**src/design/assert_macros.svh**
```systemverilog
// Assertion macros used by the decoder top level.
`ifndef ASSERT_MACROS_SVH
`define ASSERT_MACROS_SVH

// Concurrent assertion on an explicit clock and active-low reset.
`define ASSERT_AT(lbl, clk, rst_n, prop) \
  lbl: assert property (@(posedge clk) disable iff (!rst_n) (prop)) \
    else $error("assertion failed");

// Concurrent assertion on the block clock clk_i and reset rst_ni.
`define ASSERT_STD(lbl, prop) `ASSERT_AT(lbl, clk_i, rst_ni, prop)

`endif

```
**src/design/u8d_pkg.sv**
```systemverilog
// Shared types and constants of the UTF-8 decoder.
`timescale 1ns / 1ps
package u8d_pkg;

  localparam int unsigned CP_W    = 21;
  localparam int unsigned BYTE_W  = 8;
  localparam int unsigned HELD_N  = 3;
  localparam int unsigned RES_N   = 4;
  localparam int unsigned CNT_W   = 3;

  localparam logic [BYTE_W-1:0] LEAD2_MIN = 8'hC2;
  localparam logic [BYTE_W-1:0] LEAD3_MIN = 8'hE0;
  localparam logic [BYTE_W-1:0] LEAD4_MIN = 8'hF0;
  localparam logic [BYTE_W-1:0] LEAD_END  = 8'hF5;
  localparam logic [CP_W-1:0]   CP_MAX    = 21'h13FFFF;

  // Sequence progress: which lead and how many continuations are held.
  typedef enum logic [6:0] {
    PH_IDLE   = 7'b0000001,
    PH_2B     = 7'b0000010,
    PH_3B     = 7'b0000100,
    PH_3B_C1  = 7'b0001000,
    PH_4B     = 7'b0010000,
    PH_4B_C1  = 7'b0100000,
    PH_4B_C2  = 7'b1000000
  } u8d_phase_e;

  typedef logic [HELD_N-1:0][BYTE_W-1:0] u8d_held_t;

  // Results produced by one input beat.
  typedef struct packed {
    logic [CNT_W-1:0]            cnt;
    logic [RES_N-1:0][CP_W-1:0]  cp;
  } u8d_res_t;

endpackage

```
**src/design/u8d_if.sv**
```systemverilog
// Valid/ready channel interfaces for input bytes and decoded code points.
`timescale 1ns / 1ps
interface u8d_in_if;
  logic                        valid;
  logic                        ready;
  logic [u8d_pkg::BYTE_W-1:0]  data_byte;
  logic                        flush;

  modport source (output valid, output data_byte, output flush, input ready);
  modport sink   (input valid, input data_byte, input flush, output ready);
endinterface

interface u8d_out_if;
  logic                      valid;
  logic                      ready;
  logic [u8d_pkg::CP_W-1:0]  code_point;
  logic                      last;

  modport source (output valid, output code_point, output last, input ready);
  modport sink   (input valid, input code_point, input last, output ready);
endinterface

```
**src/design/utf8_decoder_latin1_fallback.sv**
```systemverilog
// Top level of the UTF-8 decoder with raw Latin-1 fallback.
//
// in_i carries one text byte per beat, or a flush beat that releases any
// partly received sequence as raw byte values. out_o carries code points;
// last marks the final result caused by one input beat. A beat that only
// extends a sequence, or a flush with nothing held, yields no result.
// The decode runs in the accepting cycle and its results are registered,
// so the first result of a beat is visible in the cycle after acceptance.
// One input beat is taken every cycle while each beat yields at most one
// result and the receiver keeps up; a broken sequence unwinds up to four
// results, one per cycle while the receiver is ready, and in_i waits
// until the last of them leaves. When the receiver stalls, the result
// register holds its head entry and in_i keeps ready low for as long as
// any result is waiting to leave. Reset empties the result register and
// drops any held sequence; the held byte storage is not cleared.
`timescale 1ns / 1ps
`include "assert_macros.svh"
module utf8_decoder_latin1_fallback (
  input  logic        clk_i,
  input  logic        rst_ni,
  u8d_in_if.sink      in_i,
  u8d_out_if.source   out_o
);
  import u8d_pkg::*;

  u8d_phase_e  phase_q, phase_d;
  u8d_held_t   held_q, held_d;
  u8d_res_t    dec_res;
  logic        in_acc;
  logic        q_ready;

  assign in_i.ready = q_ready;
  assign in_acc     = in_i.valid && q_ready;

  u8d_decode u_decode (
    .phase_i     (phase_q),
    .held_i      (held_q),
    .data_byte_i (in_i.data_byte),
    .flush_i     (in_i.flush),
    .phase_o     (phase_d),
    .held_o      (held_d),
    .res_o       (dec_res)
  );

  u8d_result_q u_result_q (
    .clk_i   (clk_i),
    .rst_ni  (rst_ni),
    .load_i  (in_acc),
    .res_i   (dec_res),
    .ready_o (q_ready),
    .out_o   (out_o)
  );

  // Advance the sequence state on each accepted beat
  always_ff @(posedge clk_i or negedge rst_ni) begin
    if (!rst_ni) begin
      phase_q <= PH_IDLE;
    end else if (in_acc) begin
      phase_q <= phase_d;
    end
  end

  always_ff @(posedge clk_i) begin
    if (in_acc) begin
      held_q <= held_d;
    end
  end

  // A flush always leaves no sequence pending
  `ASSERT_STD(a_flush_idle, in_acc && in_i.flush |=> phase_q == PH_IDLE)
  // An ASCII byte with nothing pending comes out alone on the next cycle
  `ASSERT_STD(a_ascii_pass, in_acc && !in_i.flush && phase_q == PH_IDLE &&
    !in_i.data_byte[7] |=> out_o.valid && out_o.last &&
    out_o.code_point == {{(CP_W-BYTE_W){1'b0}}, $past(in_i.data_byte)})
  // Decoded values never exceed CP_MAX, the largest value a lead below F5 gives
  `ASSERT_STD(a_cp_range, out_o.valid |-> out_o.code_point <= CP_MAX)

endmodule

```
**src/design/u8d_decode.sv**
```systemverilog
// Combinational decode of one byte against the held sequence state.
`timescale 1ns / 1ps
module u8d_decode (
  input  u8d_pkg::u8d_phase_e              phase_i,
  input  u8d_pkg::u8d_held_t               held_i,
  input  logic [u8d_pkg::BYTE_W-1:0]       data_byte_i,
  input  logic                             flush_i,
  output u8d_pkg::u8d_phase_e              phase_o,
  output u8d_pkg::u8d_held_t               held_o,
  output u8d_pkg::u8d_res_t                res_o
);
  import u8d_pkg::*;

  logic       is_cont;
  logic       do_release;
  logic [1:0] held_n;

  assign is_cont = (data_byte_i[7:6] == 2'b10);

  // Count the bytes held for the current phase
  always_comb begin
    unique case (phase_i)
      PH_2B, PH_3B, PH_4B: held_n = 2'd1;
      PH_3B_C1, PH_4B_C1:  held_n = 2'd2;
      PH_4B_C2:            held_n = 2'd3;
      default:             held_n = 2'd0;
    endcase
  end

  // A flush, a non-continuation byte or an idle phase unwinds the held bytes
  assign do_release = flush_i || !is_cont || (phase_i == PH_IDLE);

  always_comb begin
    res_o   = '0;
    phase_o = phase_i;
    held_o  = held_i;

    if (do_release) begin
      // Drop held bytes out raw, in arrival order
      for (int i = 0; i < HELD_N; i++) begin
        res_o.cp[i] = {{(CP_W-BYTE_W){1'b0}}, held_i[i]};
      end
      res_o.cnt = {1'b0, held_n};
      phase_o   = PH_IDLE;

      if (!flush_i) begin
        // Handle the byte as a fresh start
        if (data_byte_i < LEAD2_MIN || data_byte_i >= LEAD_END) begin
          res_o.cp[held_n] = {{(CP_W-BYTE_W){1'b0}}, data_byte_i};
          res_o.cnt        = {1'b0, held_n} + 3'd1;
        end else begin
          held_o[0] = data_byte_i;
          if (data_byte_i < LEAD3_MIN) begin
            phase_o = PH_2B;
          end else if (data_byte_i < LEAD4_MIN) begin
            phase_o = PH_3B;
          end else begin
            phase_o = PH_4B;
          end
        end
      end
    end else begin
      // Continuation byte: hold it or complete the sequence
      unique case (phase_i)
        PH_2B: begin
          res_o.cp[0] = {10'd0, held_i[0][4:0], data_byte_i[5:0]};
          res_o.cnt   = 3'd1;
          phase_o     = PH_IDLE;
        end
        PH_3B_C1: begin
          res_o.cp[0] = {5'd0, held_i[0][3:0], held_i[1][5:0], data_byte_i[5:0]};
          res_o.cnt   = 3'd1;
          phase_o     = PH_IDLE;
        end
        PH_4B_C2: begin
          res_o.cp[0] = {held_i[0][2:0], held_i[1][5:0], held_i[2][5:0],
                         data_byte_i[5:0]};
          res_o.cnt   = 3'd1;
          phase_o     = PH_IDLE;
        end
        PH_3B: begin
          held_o[1] = data_byte_i;
          phase_o   = PH_3B_C1;
        end
        PH_4B: begin
          held_o[1] = data_byte_i;
          phase_o   = PH_4B_C1;
        end
        PH_4B_C1: begin
          held_o[2] = data_byte_i;
          phase_o   = PH_4B_C2;
        end
        default: begin
          phase_o = PH_IDLE;
        end
      endcase
    end
  end

endmodule

```
**src/design/u8d_result_q.sv**
```systemverilog
// Result register: holds up to four code points and drains them one per beat.
`timescale 1ns / 1ps
module u8d_result_q (
  input  logic               clk_i,
  input  logic               rst_ni,
  input  logic               load_i,
  input  u8d_pkg::u8d_res_t  res_i,
  output logic               ready_o,
  u8d_out_if.source          out_o
);
  import u8d_pkg::*;

  logic [CNT_W-1:0]            num_q, num_d;
  logic [RES_N-1:0][CP_W-1:0]  buf_q, buf_d;
  logic                        pop;

  assign pop     = (num_q != '0) && out_o.ready;
  // Take a new load when empty or when the final entry leaves this cycle
  assign ready_o = (num_q == '0) || ((num_q == 3'd1) && out_o.ready);

  assign out_o.valid      = (num_q != '0);
  assign out_o.code_point = buf_q[0];
  assign out_o.last       = (num_q == 3'd1);

  // Load a fresh set or shift the next entry to the head
  always_comb begin
    num_d = num_q;
    buf_d = buf_q;
    if (load_i) begin
      num_d = res_i.cnt;
      buf_d = res_i.cp;
    end else if (pop) begin
      num_d = num_q - 3'd1;
      for (int i = 0; i < RES_N - 1; i++) begin
        buf_d[i] = buf_q[i+1];
      end
    end
  end

  always_ff @(posedge clk_i or negedge rst_ni) begin
    if (!rst_ni) begin
      num_q <= '0;
    end else begin
      num_q <= num_d;
    end
  end

  always_ff @(posedge clk_i) begin
    buf_q <= buf_d;
  end

endmodule
```
**src/flat_wrapper.sv**
```systemverilog
// flat-port wrapper written by rule: the top's interface ports become plain ports
module utf8_decoder_latin1_fallback_flat import u8d_pkg::*;
  (clk_i, rst_ni, in_i_valid, in_i_data_byte, in_i_flush, in_i_ready, out_o_valid, out_o_code_point, out_o_last, out_o_ready);
  u8d_in_if in_i_i ();
  u8d_out_if out_o_i ();
  input  logic clk_i;
  input  logic rst_ni;
  input wire logic [$bits(in_i_i.valid)-1:0] in_i_valid;
  input wire logic [$bits(in_i_i.data_byte)-1:0] in_i_data_byte;
  input wire logic [$bits(in_i_i.flush)-1:0] in_i_flush;
  output wire logic [$bits(in_i_i.ready)-1:0] in_i_ready;
  output wire logic [$bits(out_o_i.valid)-1:0] out_o_valid;
  output wire logic [$bits(out_o_i.code_point)-1:0] out_o_code_point;
  output wire logic [$bits(out_o_i.last)-1:0] out_o_last;
  input wire logic [$bits(out_o_i.ready)-1:0] out_o_ready;
  assign in_i_i.valid = in_i_valid;
  assign in_i_i.data_byte = in_i_data_byte;
  assign in_i_i.flush = in_i_flush;
  assign in_i_ready = in_i_i.ready;
  assign out_o_valid = out_o_i.valid;
  assign out_o_code_point = out_o_i.code_point;
  assign out_o_last = out_o_i.last;
  assign out_o_i.ready = out_o_ready;
  utf8_decoder_latin1_fallback u_core (.clk_i(clk_i), .rst_ni(rst_ni), .in_i(in_i_i), .out_o(out_o_i));
endmodule
```
**config.mk**
```make
export PLATFORM = sky130hd
export DESIGN_NAME = utf8_decoder_latin1_fallback_flat
export DESIGN_NICKNAME = d
export VERILOG_FILES = /design/src/design/u8d_pkg.sv /design/src/design/u8d_if.sv /design/src/design/utf8_decoder_latin1_fallback.sv /design/src/design/u8d_decode.sv /design/src/design/u8d_result_q.sv /design/src/flat_wrapper.sv
export VERILOG_INCLUDE_DIRS = /design/src /design/src/design
export SDC_FILE = /design/constraint.sdc
export NUM_CORES = 1
export LEC_CHECK = 0
export BUFFER_PORTS_ARGS = -buffer_cell sky130_fd_sc_hd__clkbuf_2
export CELL_PAD_IN_SITES_DETAIL_PLACEMENT = 0
export CELL_PAD_IN_SITES_GLOBAL_PLACEMENT = 2
export CORE_ASPECT_RATIO = 0.7
export CORE_MARGIN = 2
export CORE_UTILIZATION = 44
export DETAILED_ROUTE_END_ITERATION = 10
export PLACE_DENSITY = 0.94
export SYNTH_ARGS = -nofsm -noshare
export SYNTH_HDL_FRONTEND = slang
export SYNTH_SLANG_ARGS = --single-unit
```
**constraint.sdc**
```tcl
create_clock -name clk_i -period 7.8 [get_ports clk_i]
set_clock_uncertainty 0.1 [all_clocks]
set_input_delay 2.34 -clock clk_i [delete_from_list [all_inputs] [get_ports clk_i]]
set_output_delay 2.34 -clock clk_i [all_outputs]
set_load 0.01 [all_outputs]
```
=== After elaboration in Yosys (flattened, before gate mapping) ===
Cells that the tools add are included.

* Add/sub/neg operators: 2
* Order comparisons: 6
* Equal/unequal tests: 9
* Muxes and demuxes: 21
* Bitwise logic cells: 3
* Reduce and logical (&&, ||, !) cells: 20

{| class="wikitable"
|+ Operator list
! operator !! count
|-
| $mux 87 || 2
|-
| $mux 63 || 2
|-
| $bwmux 84 || 1
|-
| $pmux 21 s3 || 1
|-
| $demux 21 s2 || 1
|-
| $mux 21 || 2
|-
| $mux 42 || 1
|-
| $lt 8x8->1 const B || 3
|-
| $pmux 7 s3 || 1
|-
| $mux 5 || 4
|-
| $mux 3 || 3
|-
| $reduce_or 3->1 || 3
|-
| $ge 8x8->1 const B || 1
|-
| $eq 7x1->1 const B || 1
|-
| $eq 7x2->1 const B || 1
|-
| $eq 7x3->1 const B || 1
|-
| $eq 7x4->1 const B || 1
|-
| $eq 7x5->1 const B || 1
|-
| $eq 7x6->1 const B || 1
|-
| $eq 7x7->1 const B || 1
|-
| $mux 7 || 1
|-
| $pmux 2 s3 || 1
|-
| $reduce_and 3->1 || 2
|-
| $logic_and 1x1->1 || 4
|-
| 15 further kinds || 21
|}

* Bits in registers: 118
* Input bits: 13
* Output and inout port bits: 24
* Logic and storage cells: 70

=== Longest topological paths before layout ===
* Word-level depth: 12
* Depth in mapped cells: 11
* Depth with buffers taken out: 9

=== Cells and area by module ===
Synthesis repeated with hierarchy kept, for this count alone.

* Cells, all modules: 474
* Area total of the unflattened synthesis: 6,368.6 sq um

{| class="wikitable"
|+ By module, submodules not included
! module !! times used !! cells each !! area each (sq um)
|-
| u8d_result_q || 1 || 202 || 3,706.1
|-
| u8d_decode || 1 || 232 || 1,676.6
|-
| utf8_decoder_latin1_fallback || 1 || 40 || 985.9
|}

=== Least setup slack after synthesis ===
No wires, ideal clock.

* Path kind: input to output
* Start: input port out_o_ready
* End: output port in_i_ready
* Arrival time: 2.477 ns
* Data required time: 5.360 ns
* Path slack: 2.883 ns
* Stages: 2
* Path buffers: 0
* Cells stage by stage: nand2_1 > nand2_1

* Word-level cells in the longest chain between the ends: 2

{| class="wikitable"
|+ RTL lines
! element !! RTL line !! source
|-
| start: declaration || flat_wrapper.sv:15 || <nowiki>input wire logic [$bits(out_o_i.ready)-1:0] out_o_ready;</nowiki>
|-
| $logic_and 1x1->1 || u8d_result_q.sv:19 || <nowiki>assign ready_o = (num_q == '0) || ((num_q == 3'd1) && out_o.ready);</nowiki>
|-
| $logic_or 1x1->1 || u8d_result_q.sv:19 ||
|-
| end: declaration || flat_wrapper.sv:11 || <nowiki>output wire logic [$bits(in_i_i.ready)-1:0] in_i_ready;</nowiki>
|}

Every way passes these cells.

=== Worst setup path after layout ===
* Start: input port out_o_ready
* End: register u_core.held_q[5] in the netlist's numbering, enable pin

* Word-level cells in the longest chain between the ends: 4

{| class="wikitable"
|+ RTL lines
! element !! RTL line !! source
|-
| $logic_and 1x1->1 || u8d_result_q.sv:19 ||
|-
| $logic_or 1x1->1 || u8d_result_q.sv:19 ||
|-
| $logic_and 1x1->1 || utf8_decoder_latin1_fallback.sv:33 || <nowiki>assign in_acc = in_i.valid && q_ready;</nowiki>
|-
| via u_core.in_acc || utf8_decoder_latin1_fallback.sv:29 || <nowiki>logic in_acc;</nowiki>
|-
| $reduce_and 4->1 (no line) || - ||
|-
| end signal: assignment || utf8_decoder_latin1_fallback.sv:65 || <nowiki>held_q <= held_d;</nowiki>
|-
| end: declaration || utf8_decoder_latin1_fallback.sv:27 || <nowiki>u8d_held_t held_q, held_d;</nowiki>
|}

The timed path passes the listed nets, and every way through them passes these cells.
A chain may end at the register's enable or synchronous reset.

==> impl_metrics.py <==
metrics = {
    "floorplanning": {
        "core_region_area_um2": 9000,
        "start_util": 0.448,
        "die_h_um": 84.1,
        "die_x_um": 118,
        "rows": 29,
        "dieArea_um2": 9960,
        "io_pins": 37,
    },
    "setup_path": {
        "worstSetupPathType": "input port to register",
        "crit_arrival_ns": 5.11,
        "cpMaxStageDelayCell": "or3b_2",
        "cp_num_buf_inv": 2,
        "cp_top_family": "simple AND/OR/NAND/NOR gates",
        "endpoint_kind": "register",
        "cp_slowest_stage_delay_ns": 0.77,
        "crit_fanout": 36,
        "crit_chain": "clkbuf_2, a21oi_1, or3b_2, inv_1, nand2_2, nor2_1",
        "critPathLaunchType": "input port",
        "cp.required_ns": 7.67,
    },
    "routing": {
        "dr.pass1.iters": 5,
        "drtAntennaViolNets": 0,
        "drtIter0Drc": 242,
        "routedWlPerCell_um": 19.5,
        "viasPerCell": 5.70,
        "wirelength_um": 8900,
        "vias": 2605,
        "drc": 0,
    },
    "yosys": {
        "synth_cell_type_count": 59,
        "seq_area_frac_synth": 0.576,
        "avgSynthCellArea_um2": 12.7,
        "syn_nets": 340,
        "ys_seq_elements": 79,
        "syn_area_um2": 4030,
        "synth_edf_count": 69,
        "netlist_instances": 317,
        "ys_async_sr_fraction": 0.127,
        "ys_warn_count": 0,
        "synth_ff_type": "edfxtp_1",
    },
    "power_and_ir_drop": {
        "power_density_nw_per_um2": 282,
        "p_total_mw": 1.25,
        "leakagePower_nw": 1.65,
        "peakVddDrop_uv": 167,
    },
    "global_routing": {
        "grt_max_degree": 43,
        "antenna_found_initial": 0,
        "grt_pass1_vias": 2485,
        "grt_pass1_wl_um": 14000,
        "track_usage": 0.189,
        "grt_overflow": 0,
    },
    "sta": {
        "rsz0062_at_grt": "no",
        "finalCritPeriodShare": 0.672,
        "hold_ws_ns": 0.417,
        "finalCriticalPeriod_ns": 5.24,
        "max_freq_ghz": 0.191,
        "fin_ws_ns": 2.56,
        "slew_headroom": 0.366,
        "final_max_slew_viol_count": 0,
        "hold_viol": 0,
        "totalNegativeSetupSlack_ns": 0,
        "setup_viol": 0,
        "worstMarginPinSlew_ns": 0.951,
    },
    "clocking": {
        "cts_tree": "done",
        "cts.sinks": 79,
        "post_cts_resized": 0,
        "cts_setup_buffers": 0,
        "cts_max_level": 3,
        "clk_pin_slew_worst_paths_ns": 0.06,
        "clockBufferDepth": 2,
        "ctsHoldBuffers": 0,
        "cts_buffers": 9,
        "cts-root-buf": "clkbuf_16",
        "clk_latency_ns": 0.34,
    },
    "layout": {
        "utilization": 0.493,
        "diodes": 0,
        "nNetsFinal": 351,
        "instances_no_fill": 457,
        "fin_area_um2": 4440,
        "area_growth_pct": 10.1,
        "layout-drive-gt1-share": 0.213,
    },
    "placement": {
        "place_congestion": 0.854,
        "dpl_cell_area_um2": 4150,
        "pre_cts_slack_ns": 2.18,
        "dp.cells": 441,
        "dp_hpwl_um": 6070,
        "io_buffers": 36,
    },
    "min_path": {
        "hp-class": "register to register",
    },
    "run_status": {
        "status": "finished, final reports clean",
    },
    "job": {
        "max_cap_violations": 0,
    },
}
==> per-layer routing <==
| layer | part of all wire | vias up | GRT usage | routed length, um |
|---|---|---|---|---|
| met1 | 0.49 | 1283 | 0.276 | 4360 |
| met2 | 0.41 | 115 | 0.261 | 3690 |
| met3 | 0.090 | 5 | 0.0827 | 800 |
| met4 | 0.0056 | 0 | 0.0346 | 50 |
| li1 | - | 1202 | - | - |
| met5 | 0 | - | 0 | 0 |
==> final timing paths <==
path	slack (ns)	startpoint	cells past startpoint	to
worst max-delay path	2.56	out_o_ready	6	u_core.held_q[5]
worst min-delay path	0.42	u_core.u_result_q.num_q[1]	1	u_core.u_result_q.num_q[1]
worst max register to register	4.02	u_core.u_result_q.num_q[0]	7	u_core.held_q[5]
worst min register to register	0.42	u_core.u_result_q.num_q[1]	1	u_core.u_result_q.num_q[1]
max in group asynchronous	5.56	rst_ni	1	u_core.phase_q[0]
min in group asynchronous	1.77	rst_ni	1	u_core.u_result_q.num_q[2]
==> cells by family after synthesis <==
| kind of cell | Yosys count | synth area share |
|---|---|---|
| mux | 19 | 0.0475 |
| buf+inv | 45 | 0.0639 |
| fa+ha+maj | 10 | 0.0310 |
| flops | 79 | 0.576 |
| xor+xnor | 3 | 0.00652 |
| compound gates | 71 | 0.151 |
| simple gates | 90 | 0.124 |
==> flip-flops by register name, indices dropped and copies added, names as in the netlist <==
register                            count
u_core.u_result_q.out_o.code_point     21
u_core.phase_q                          7
u_core.u_result_q.num_q                 3
u_core.u_result_q.buf_q                24
u_core.held_q                          24
==> Yosys cell counts (2+ instances only) <==
library cell	count	area share
a21oi_4	2	0.0081
edfxtp_1	69	0.51
a221o_1	7	0.017
xnor2_1	3	0.0065
o21ai_0	19	0.024
buf_4	22	0.041
nor3_1	4	0.0050
nor2_1	16	0.015
inv_1	8	0.0074
or3b_2	2	0.0043
a21oi_1	5	0.0062
or4_1	2	0.0037
a22o_1	2	0.0043
and2_1	7	0.011
a21o_1	3	0.0056
buf_2	5	0.0062
o211ai_2	3	0.0093
clkbuf_1	10	0.0093
ha_1	10	0.031
mux2i_1	18	0.045
dfrtp_1	9	0.056
nor2b_1	2	0.0031
nand2_1	25	0.023
nand2b_1	6	0.0093
and3_1	8	0.012
a22oi_1	6	0.011
a222oi_1	4	0.0099
nand3_1	3	0.0037
nor3b_1	6	0.011
and4b_1	2	0.0050
==> power by group <==
group          switching (mW)  internal (mW)  leakage (nW)  total, mW
combinational           0.168         0.0964         0.724      0.264
sequential             0.0338          0.546         0.790      0.580
clock                   0.163          0.246         0.132      0.409
total                   0.365          0.889          1.65       1.25
==> layout make-up <==
type,instances,area [um2]
tap,124,155
clock inverter,6,61.3
multi-input combinational,193,1450
sequential,79,2320
fill,812,4560
inverter,8,30.0
timing repair buffer,37,188
clock buffer,10,229
==> layout by cell type, fill, tap and decap left out, types with 2 or more instances in the layout <==
master	synthesis	routed
a221o_1	7	7
a21oi_1	5	5
nand2b_1	6	6
inv_1	8	8
nor3_1	4	4
clkbuf_2	0	36
and2_1	7	7
a21o_1	3	3
or3b_2	2	2
clkbuf_16	0	9
nor3b_1	6	6
and3_1	8	8
a222oi_1	4	4
xnor2_1	3	3
nor2b_1	2	2
a22o_1	2	2
ha_1	10	10
dfrtp_1	9	9
nand2_1	25	25
and4b_1	2	2
mux2i_1	18	18
o21ai_0	19	19
nand3_1	3	3
o211ai_2	3	3
edfxtp_1	69	69
nor2_1	16	16
a21oi_4	2	2
a22oi_1	6	6
or4_1	2	2
clkinvlp_4	0	3
(Power assumes the default switching activity.)
